<file path="src/sv/ftc_pkg.sv">
// ftc_pkg: shared constants and the query word that walks the flow cell chain
// used by ftc_cell and five_tuple_flow_counter; no dependencies
`default_nettype none

package ftc_pkg;

  localparam int TABLE_ENTRIES = 64;
  localparam int COUNT_BITS    = 32;
  localparam int KEY_W         = 104;
  localparam int IDX_W         = (TABLE_ENTRIES > 1) ? $clog2(TABLE_ENTRIES) : 1;
  localparam int OCC_W         = $clog2(TABLE_ENTRIES + 1);

  // fixed port and result field widths
  localparam int OUT_IDX_W = 6;
  localparam int OUT_CNT_W = 32;
  localparam int OUT_OCC_W = 7;
  localparam int IN_DATA_W  = 104;
  localparam int OUT_DATA_W = 48;

  typedef logic [KEY_W-1:0]      key_t;
  typedef logic [COUNT_BITS-1:0] cnt_t;
  typedef logic [IDX_W-1:0]      idx_t;
  typedef logic [OCC_W-1:0]      occ_t;

  // one tuple in flight; done once some cell hit or took it
  typedef struct packed {
    logic vld;
    key_t key;
    logic done;
    logic new_flow;
    idx_t idx;
    cnt_t cnt;
    occ_t occ;
  } query_t;

  localparam cnt_t CNT_MAX = '1;

endpackage

`default_nettype wire

</file>
<file path="src/sv/ftc_cell.sv">
// ftc_cell: one flow table entry with its key, packet count and occupied flag
// depends on ftc_pkg; compares the passing query and hands it to the next cell
`default_nettype none

module ftc_cell (
  input  wire logic            clk,
  input  wire logic            rst_n,
  input  wire logic            adv,
  input  wire ftc_pkg::idx_t   cell_idx,
  input  wire ftc_pkg::query_t q_i,
  output ftc_pkg::query_t      q_o
);

  logic            occupied_r, occupied_nxt;
  ftc_pkg::key_t   key_r, key_nxt;
  ftc_pkg::cnt_t   cnt_r, cnt_nxt;
  ftc_pkg::query_t q_r, q_nxt;
  logic            live, hit, take;

  assign live = q_i.vld && !q_i.done;
  assign hit  = live && occupied_r && (key_r == q_i.key);
  assign take = live && !occupied_r;

  always_comb begin
    occupied_nxt = occupied_r;
    key_nxt      = key_r;
    cnt_nxt      = cnt_r;
    q_nxt        = q_i;
    if (hit) begin
      if (cnt_r != ftc_pkg::CNT_MAX) begin
        cnt_nxt = cnt_r + ftc_pkg::cnt_t'(1);
      end
      q_nxt.done = 1'b1;
      q_nxt.idx  = cell_idx;
      q_nxt.cnt  = cnt_nxt;
    end else if (take) begin
      occupied_nxt   = 1'b1;
      key_nxt        = q_i.key;
      cnt_nxt        = ftc_pkg::cnt_t'(1);
      q_nxt.done     = 1'b1;
      q_nxt.new_flow = 1'b1;
      q_nxt.idx      = cell_idx;
      q_nxt.cnt      = cnt_nxt;
    end
    // running occupancy as seen after this item
    if (occupied_nxt) begin
      q_nxt.occ = q_i.occ + ftc_pkg::occ_t'(1);
    end
  end

  always_ff @(posedge clk) begin
    if (!rst_n) begin
      occupied_r <= 1'b0;
      q_r.vld    <= 1'b0;
    end else if (adv) begin
      occupied_r <= occupied_nxt;
      key_r      <= key_nxt;
      cnt_r      <= cnt_nxt;
      q_r        <= q_nxt;
    end
  end

  assign q_o = q_r;

endmodule

`default_nettype wire

</file>
<file path="config.mk">
export PLATFORM = sky130hd
export DESIGN_NAME = ftc_cell
export DESIGN_NICKNAME = d
export VERILOG_FILES = /design/src/sv/ftc_pkg.sv /design/src/sv/ftc_cell.sv
export SDC_FILE = /design/constraint.sdc
export NUM_CORES = 1
export LEC_CHECK = 0
export BUFFER_PORTS_ARGS = -buffer_cell sky130_fd_sc_hd__buf_2
export CAP_MARGIN = 20
export CORE_MARGIN = 2
export CORE_UTILIZATION = 45
export CTS_BUF_LIST = sky130_fd_sc_hd__clkbuf_4 sky130_fd_sc_hd__clkbuf_8
export DETAILED_ROUTE_END_ITERATION = 16
export PLACE_DENSITY = 0.74
export SLEW_MARGIN = 20
export SYNTH_ARGS = -nofsm -noshare
export SYNTH_HDL_FRONTEND = slang
export SYNTH_SLANG_ARGS = --single-unit
</file>
<file path="constraint.sdc">
create_clock -name clk -period 6.55 [get_ports clk]
set_input_delay 0.3275 -clock clk [delete_from_list [all_inputs] [get_ports clk]]
set_output_delay 0.3275 -clock clk [all_outputs]
set_load 0.01 [all_outputs]
</file>
# == Word-level counts from Yosys, hierarchy flattened ==
# Cells that the tools add are included.
# Widths: inputs -> output; s select.
# classes
n_reduce_logical,11
n_mux,9
bitwise,1
addsub,2
eq_ne,2
# ops
cell,n
$eq 104x104->1,1
$mux 32,3
$mux 39,1
$mux 38,1
$add 32x1->32 const B,1
$ne 32x32->1 const B,1
$add 7x1->7 const B,1
$mux 7,1
$logic_and 1x1->1,4
$reduce_and 4->1,1
$mux 1,3
$reduce_and 3->1,1
$logic_not 1->1,2
$reduce_and 2->1,1
$reduce_bool 2->1,1
$reduce_or 2->1,1
$not 1->1,1
# totals
reg_bits,289
out_inout_bits,152
input_bits,161
wordCells,35

# == Depth between registers and ports, before layout ==
# Gate-level depths: netlist (run 1).
# depth
depth_word,6
mapped_depth,8
depth_no_buf,7

# == Worst setup path after synthesis (run 1) ==
# OpenSTA, ideal clock, no wires.
# synth_timing
path_kind,input to register
from,input port q_i[151] (netlist bit)
to,register key_r[0] (enable)
arrival_time_ns,4.992
cell_stages,3
setup_slack_ns,0.991
required_time_ns,5.983
setup_ns,0.567
path_buffers,0
cell_sequence,nor2b_4 -> nand2b_1 -> nor2_1
# synth_via
elab_chain_cells,5
word_cells_on_any_way,6
cone_classes,bitwise (1); reduce/logical (5)
# synth_lines
element,line,text
from (decl),ftc_cell.sv:10,"input wire ftc_pkg::query_t q_i,"
$logic_and 1x1->1 (*),ftc_cell.sv:20,assign live = q_i.vld && !q_i.done;
$logic_and 1x1->1 (2 in a row),ftc_cell.sv:21,assign hit = live && occupied_r && (key_r == q_i.key);
$not 1->1 (no source line),--,
$reduce_and 4->1 (no source line) (*),--,
to (signal assigned),ftc_cell.sv:57,key_r <= key_nxt;
to (decl),ftc_cell.sv:15,"ftc_pkg::key_t key_r, key_nxt;"
# Mark *: on every way between the ends. The rest lies on a longest branch, timed or not.
# A chain may end at the register's enable or synchronous reset.

# == Worst setup path in the final report (run 1) ==
# layout_timing
from,input port q_i[123] (netlist bit)
to,register cnt_r[20] (enable)
# layout_via
elab_chain_cells,4
# layout_lines
element,line,text
$eq 104x104->1,ftc_cell.sv:21,
$logic_and 1x1->1,ftc_cell.sv:21,
$reduce_bool 2->1 (no source line),--,
$reduce_and 3->1 (no source line),--,
to (signal assigned),ftc_cell.sv:58,cnt_r <= cnt_nxt;
to (decl),ftc_cell.sv:16,"ftc_pkg::cnt_t cnt_r, cnt_nxt;"
# No other way between the ends.

==> summary.txt, run 1 <==
outcome: finished clean
P&R area growth vs syn: 32.4%
number of global-route vias before repair: 7803
die footprint: 27400 µm²
Worst Setup Start Kind: input pin
Finished Cell Area: 15600 µm²
synthesized area: 11700 µm²
GPL Wtd Cong: 0.830
wire length per cell: 18.1 µm
max incr delay on CP: 950 ps
first-pass GRT wire length: 40900 µm
hpwl dp: 17800 µm
Vias: 7558
XOR/XNOR Fraction of Synth Area: 10.5%
net count after synthesis: 867
post-synthesis cell count: 704
Slew Limit Fails: 0
CTS Root Cell: clkbuf_8
TritonRoute pass-1 iters: 4
FFs w/ async S/R, synth: 0%
Setup Crit Path Kind: in -> reg
# IOs: 313
worst hold-check path type: in -> reg
chip height: 166 µm
largest net degree at the start of global routing: 82
flops & latches, synth: 289
Arrival @ worst endpoint: 4180 ps
Clock Path Buffers: 3
routed vias/inst: 4.96
dpl cell area: 13600 µm²
total grt overflow: 0
minimum clock period: 4020 ps
setup_tns: 0 ps
CP bufs+invs: 2
Tcrit/Tclk final: 61.4%
Synth Warn #: 0
skew final: 23.1 ps
core footprint: 25800 µm²
FILL cells: 1937
clock sinks: 289
CP max-delay cell: a21oi_4
drt initial violations: 509
Clock Latency Late Sink: 550 ps
measured slew at the worst slew-check pin: 1090 ps
initial antenna violation count: 1
die width: 166 µm
simple-gate area share of the yosys netlist: 8.38%
WP data required: 6710 ps
Syn Area/Cell: 16.7 µm²
CTS tree: done
CTS buffer count: 46
Residual DRC: 0
Register Area: 8660 µm²
Synth area leaders: edfxtp_1 73%, xnor2_1 5.3%, xor2_1 5.1%
Post-synth EDFFs: 287
Leak: 5.83 nW
fmax: 249 MHz
multiplexer share of the synthesized area: 1.05%
nets@finish: 1315
Synth Area in Adders: 0.213%
main combinational cell family by area after synthesis: XOR/XNOR gates
cell taking the most area after synthesis: edfxtp_1
Clock H-tree levels: 2
layout cell share with drive strength beyond 1: 36.6%
most used flip-flop cell after synthesis: edfxtp_1
max_cap viols: 0
Power per Cell Area: 259 nW/µm²
Core Rows: 59
post-synthesis cell type count: 41
CP max FO: 32
Hold WS: 32.0 ps
top cell family by delay on the critical path: simple AND/OR/NAND/NOR gates
Worst VDD drop: 0.236 mV
number of I/O port buffers: 312
area of the multi-input gates: 2860 µm²
area share of the largest cell type after synthesis: 73.4%
CTS clock-pin slew for the worst setup and hold paths: 60 ps
Fin. Hold Viols: 0
Routed Antenna Nets: 0
commonest cells in the netlist: 287 x edfxtp_1, 71 x xnor2_1, 68 x xor2_1, 41 x nor2_1, 33 x inv_1
crit end category: flip-flop
All-Layer GR Usage: 19.5%
count leader, synth: edfxtp_1
Synth Area in Compound Gates: 3.91%
Rel. slew slack: 27.6%
RSZ-0062 raised after global routing: no
ordered cell list for the critical path: dlygate4sd3_1 > buf_2 > xor2_1 > nor4_1 > nand4_1 > or4_4 > or2_2 > a21oi_4
sequential share of the synthesized area: 73.7%
Gates resized, CTS repair: 0
Setup Viol. Count Final: 0
Routed WL: 27600 µm
initial core utilization: 45.5%
## layout make-up
type | instances | share of cell area [%]
Timing Repair Buffer | 414 | 16.6
Tap cell | 335 | 2.69
Clock buffer | 54 | 4.46
Inverter | 33 | 0.828
Clock inverter | 28 | 1.42
Sequential cell | 289 | 55.7
Antenna cell | 2 | 0.0322
Multi-Input combinational cell | 368 | 18.4
## through the flow
stage | cells | power, mW | worst slack [ps] | util [%]
CTS | 1520 | 4.04 | 2520 | 60.2
global placement | 1340 | 2.46 | 2520 | 52.8
floorplan | 704 | 2.32 | 991 | -
detailed placement | 1340 | 2.47 | 2480 | 52.8
global route | 1522 | 4.16 | 2330 | 60.2
finish | 1523 | 4.03 | 2530 | 60.2
## final timing paths
kind / start / endpoint / slack (ps) / cells past startpoint
max: q_i[123] / cnt_r[20]$_SDFFCE_PN0P_ / 2530 / 8
min: q_i[101] / q_o[101]$_DFFE_PP_ / 30 / 1
max reg2reg: key_r[25]$_DFFE_PP_ / cnt_r[20]$_SDFFCE_PN0P_ / 2620 / 6
min reg2reg: q_o[151]$_SDFFE_PN0P_ / q_o[151]$_SDFFE_PN0P_ / 530 / 2
## layout by cell type (no fill, tap or decap), types with 23 or more instances in the layout
master and instances:
nand4_1 32, dlygate4sd3_1 99, edfxtp_1 287, xnor2_1 71, nor2_1 40, buf_2 312, nor4_1 23, o22ai_2 30
xor2_1 68, inv_1 32, clkbuf_8 46
## per-layer routing
layer,vias up,global-route usage [%],part of all wire [%]
met5,-,0,0
met4,0,7.09,3.1
met3,73,5.07,7.0
met2,306,32.8,50
met1,3617,24.4,40
li1,3562,-,-
## repair_timing
| action | in CTS | in global routing |
|---|---|---|
| hold buffers | 98 | 1 |
| endpoints found under the hold margin | 195 | 1 |
| setup buffers | 0 | 0 |
## flip-flops by register name, summed over array words and instances (netlist names)
name,cells
q_o,152
key_r,104
cnt_r,32
occupied_r,1
## kinds of logic after synthesis
kind of cell             after synthesis
AO/OA/AOI/OAI                         40
XOR/XNOR                             140
adder cells (fa/ha/maj)                2
buffers and inverters                 47
flip-flops                           289
multiplexers                          10
AND/OR/NAND/NOR                      176
## power by group
group / switching [mW] / internal (mW) / total (mW)
clock: 0.716 / 0.828 / 1.54
combinational: 0.181 / 0.162 / 0.342
sequential: 0.0214 / 2.12 / 2.14
## worst register-to-register path, cell delays in order, from the launching register on
cell and delay, ps:
edfxtp_1 390, xor2_1 170, nor4_1 610, nand4_1 190
or4_4 570, or2_2 640, a21oi_4 950
Note: power is estimated with default switching activity, not from simulation.
==> inputs of run 2 (changes only) <==
- PLACE_DENSITY: 0.74 -> 0.77
- clock period: 6.55 -> 3.56 ns (I/O delays scaled with it)
==> summary.txt, run 2 (synthesis results as in run 1) <==
crit end category: flip-flop
nets@finish: 1376 (+4.6%)
skew final: 27.3 ps (+4.13 ps)
measured slew at the worst slew-check pin: 871 ps (-214 ps)
Seq pwr share: 51.8% (-1.3 points)
FILL cells: 1789 (-7.6%)
hpwl dp: 18000 µm (+1.1%)
total grt overflow: 0 (unchanged)
RSZ-0062 raised after global routing: no
P_sw: 1.70 mW (+85%)
most frequent cells in the layout: 312 x buf_2, 287 x edfxtp_1, 149 x dlygate4sd3_1
Tcrit/Tclk final: 95.0%
initial antenna violation count: 0 (-1)
chip height: 166 µm (unchanged)
WP data required: 3840 ps (-2870 ps)
Arrival @ worst endpoint: 3660 ps (-520 ps)
max_cap viols: 0 (unchanged)
setup_tns: 0 ps (unchanged)
clock sinks: 289 (unchanged)
drt initial violations: 488 (-4.1%)
Slew Limit Fails: 0 (unchanged)
worst hold-check path type: in -> reg
Core Rows: 59 (unchanged)
routed vias/inst: 5.03 (+1.3%)
Clk pwr share: 39.1% (+0.7 points)
Fin. Hold Viols: 0 (unchanged)
GPL Wtd Cong: 0.802 (-3.4%)
Finished Cell Area: 16200 µm² (+4.3%)
All-Layer GR Usage: 20.6% (+1.1 points)
dpl cell area: 13800 µm² (+0.88%)
Clock Path Buffers: 3 (unchanged)
Post-CTS Setup Bufs: 0 (unchanged)
Power per Cell Area: 469 nW/µm² (+81%)
number of I/O port buffers: 312 (unchanged)
largest net degree at the start of global routing: 152 (+85%)
initial core utilization: 45.5% (unchanged)
Vias: 7958 (+5.3%)
CTS tree: done
CTS clock-pin slew for the worst setup and hold paths: 60 ps (about the same)
power share of the combinational group: 9.1% (+0.6 points)
CTS buffer count: 46 (unchanged)
sw frac: 22.3% (-0.47 points)
die width: 166 µm (unchanged)
TritonRoute pass-1 iters: 5 (+1)
Clock H-tree levels: 2 (unchanged)
Leak: 6.12 nW (+5.0%)
outcome: finished clean
Register Area: 8660 µm² (unchanged)
fmax: 296 MHz
Residual DRC: 0 (unchanged)
Setup Crit Path Kind: reg -> reg
Worst Setup Start Kind: flip-flop
minimum clock period: 3380 ps
CP max FO: 7 (-78%)
Internal: 5.90 mW (+90%)
most common cell after layout, fill and taps aside: buf_2
Routed Antenna Nets: 0 (unchanged)
first-pass GRT wire length: 43200 µm (+5.5%)
die footprint: 27400 µm² (unchanged)
CTS Root Cell: clkbuf_8
layout cell share with drive strength beyond 1: 35.8% (-0.75 points)
area of the multi-input gates: 2850 µm² (-0.39%)
Rel. slew slack: 41.8% (+14 points)
Routed WL: 29100 µm (+5.4%)
number of global-route vias before repair: 8158 (+4.5%)
Setup Viol. Count Final: 0 (unchanged)
P&R area growth vs syn: 38.1%
# IOs: 313 (unchanged)
wire length per cell: 18.4 µm (+1.4%)
core footprint: 25800 µm² (unchanged)
Clock Latency Late Sink: 550 ps (about the same)
Largest register FFs: 152 (unchanged)
Worst VDD drop: 0.450 mV (+91%)
[run 2: area by class of cell]
| class | instances | share of cell area (%) |
|---|---|---|
| Sequential cell | 289 | 53.4 |
| Timing Repair Buffer | 475 | 19.8 |
| Multi-Input combinational cell | 368 | 17.5 |
| Clock buffer | 60 | 4.59 |
| Tap cell | 335 | 2.58 |
| Clock inverter | 22 | 1.32 |
| Inverter | 33 | 0.787 |
| Antenna cell | 1 | 0.0154 |
[run 2: metrics by stage]
step	std cells	total power [mW]	setup slack, ps	hold slack [ps]	util (%)
3_5_place_dp	1351	4.55	428	399	53.3
2_1_floorplan	704	4.26	355	277	-
4_1_cts	1582	7.61	151	0.461	62.8
5_1_grt	1582	7.85	37.7	8.61	62.8
6_report	1583	7.60	180	23.8	62.8
3_3_place_gp	1351	4.53	499	399	53.3
[run 2: path summary, 6_finish.rpt]
check	startpoint	end	slack, ps	cells past startpoint
max reg2reg	key_r[75]$_DFFE_PP_	q_o[44]$_DFFE_PP_	180	7
max	key_r[75]$_DFFE_PP_	q_o[44]$_DFFE_PP_	180	7
min reg2reg	cnt_r[8]$_SDFFCE_PN0P_	cnt_r[8]$_SDFFCE_PN0P_	660	2
min	q_i[18]	q_o[18]$_DFFE_PP_	20	3
[run 2: power by group through the flow]
stage | Clock (mW) | Sequential (mW) | Combinational [mW]
after floorplan | 0 | 4.07 | 0.194
after CTS | 3.00 | 3.93 | 0.682
after global routing | 3.16 | 3.94 | 0.742
after global placement | 0 | 4.00 | 0.538
final | 2.97 | 3.94 | 0.692
after detailed placement | 0 | 4.00 | 0.551
[run 2: critical path, cell delays in order, from the launching register on]
cell and delay (ps):
edfxtp_1 370, xor2_1 170, nor4_1 540, nand4_1 190
or4_4 580, o21ai_4 320, mux2_2 370, dlygate4sd3_1 560
[run 2: what timing repair did]
item	CTS	global route
hold buffers	149	0
endpoints found under the setup margin	0	0
hold endpoints to repair	245	0
resized for setup	0	0
[run 2: layer usage]
layer	routed length (µm)	global-route usage (%)	up-vias
met1	11300	24.5	3863
li1	-	-	3691
met3	1920	4.75	60
met4	728	7.01	0
met2	15200	36.8	344
met5	0	0	-
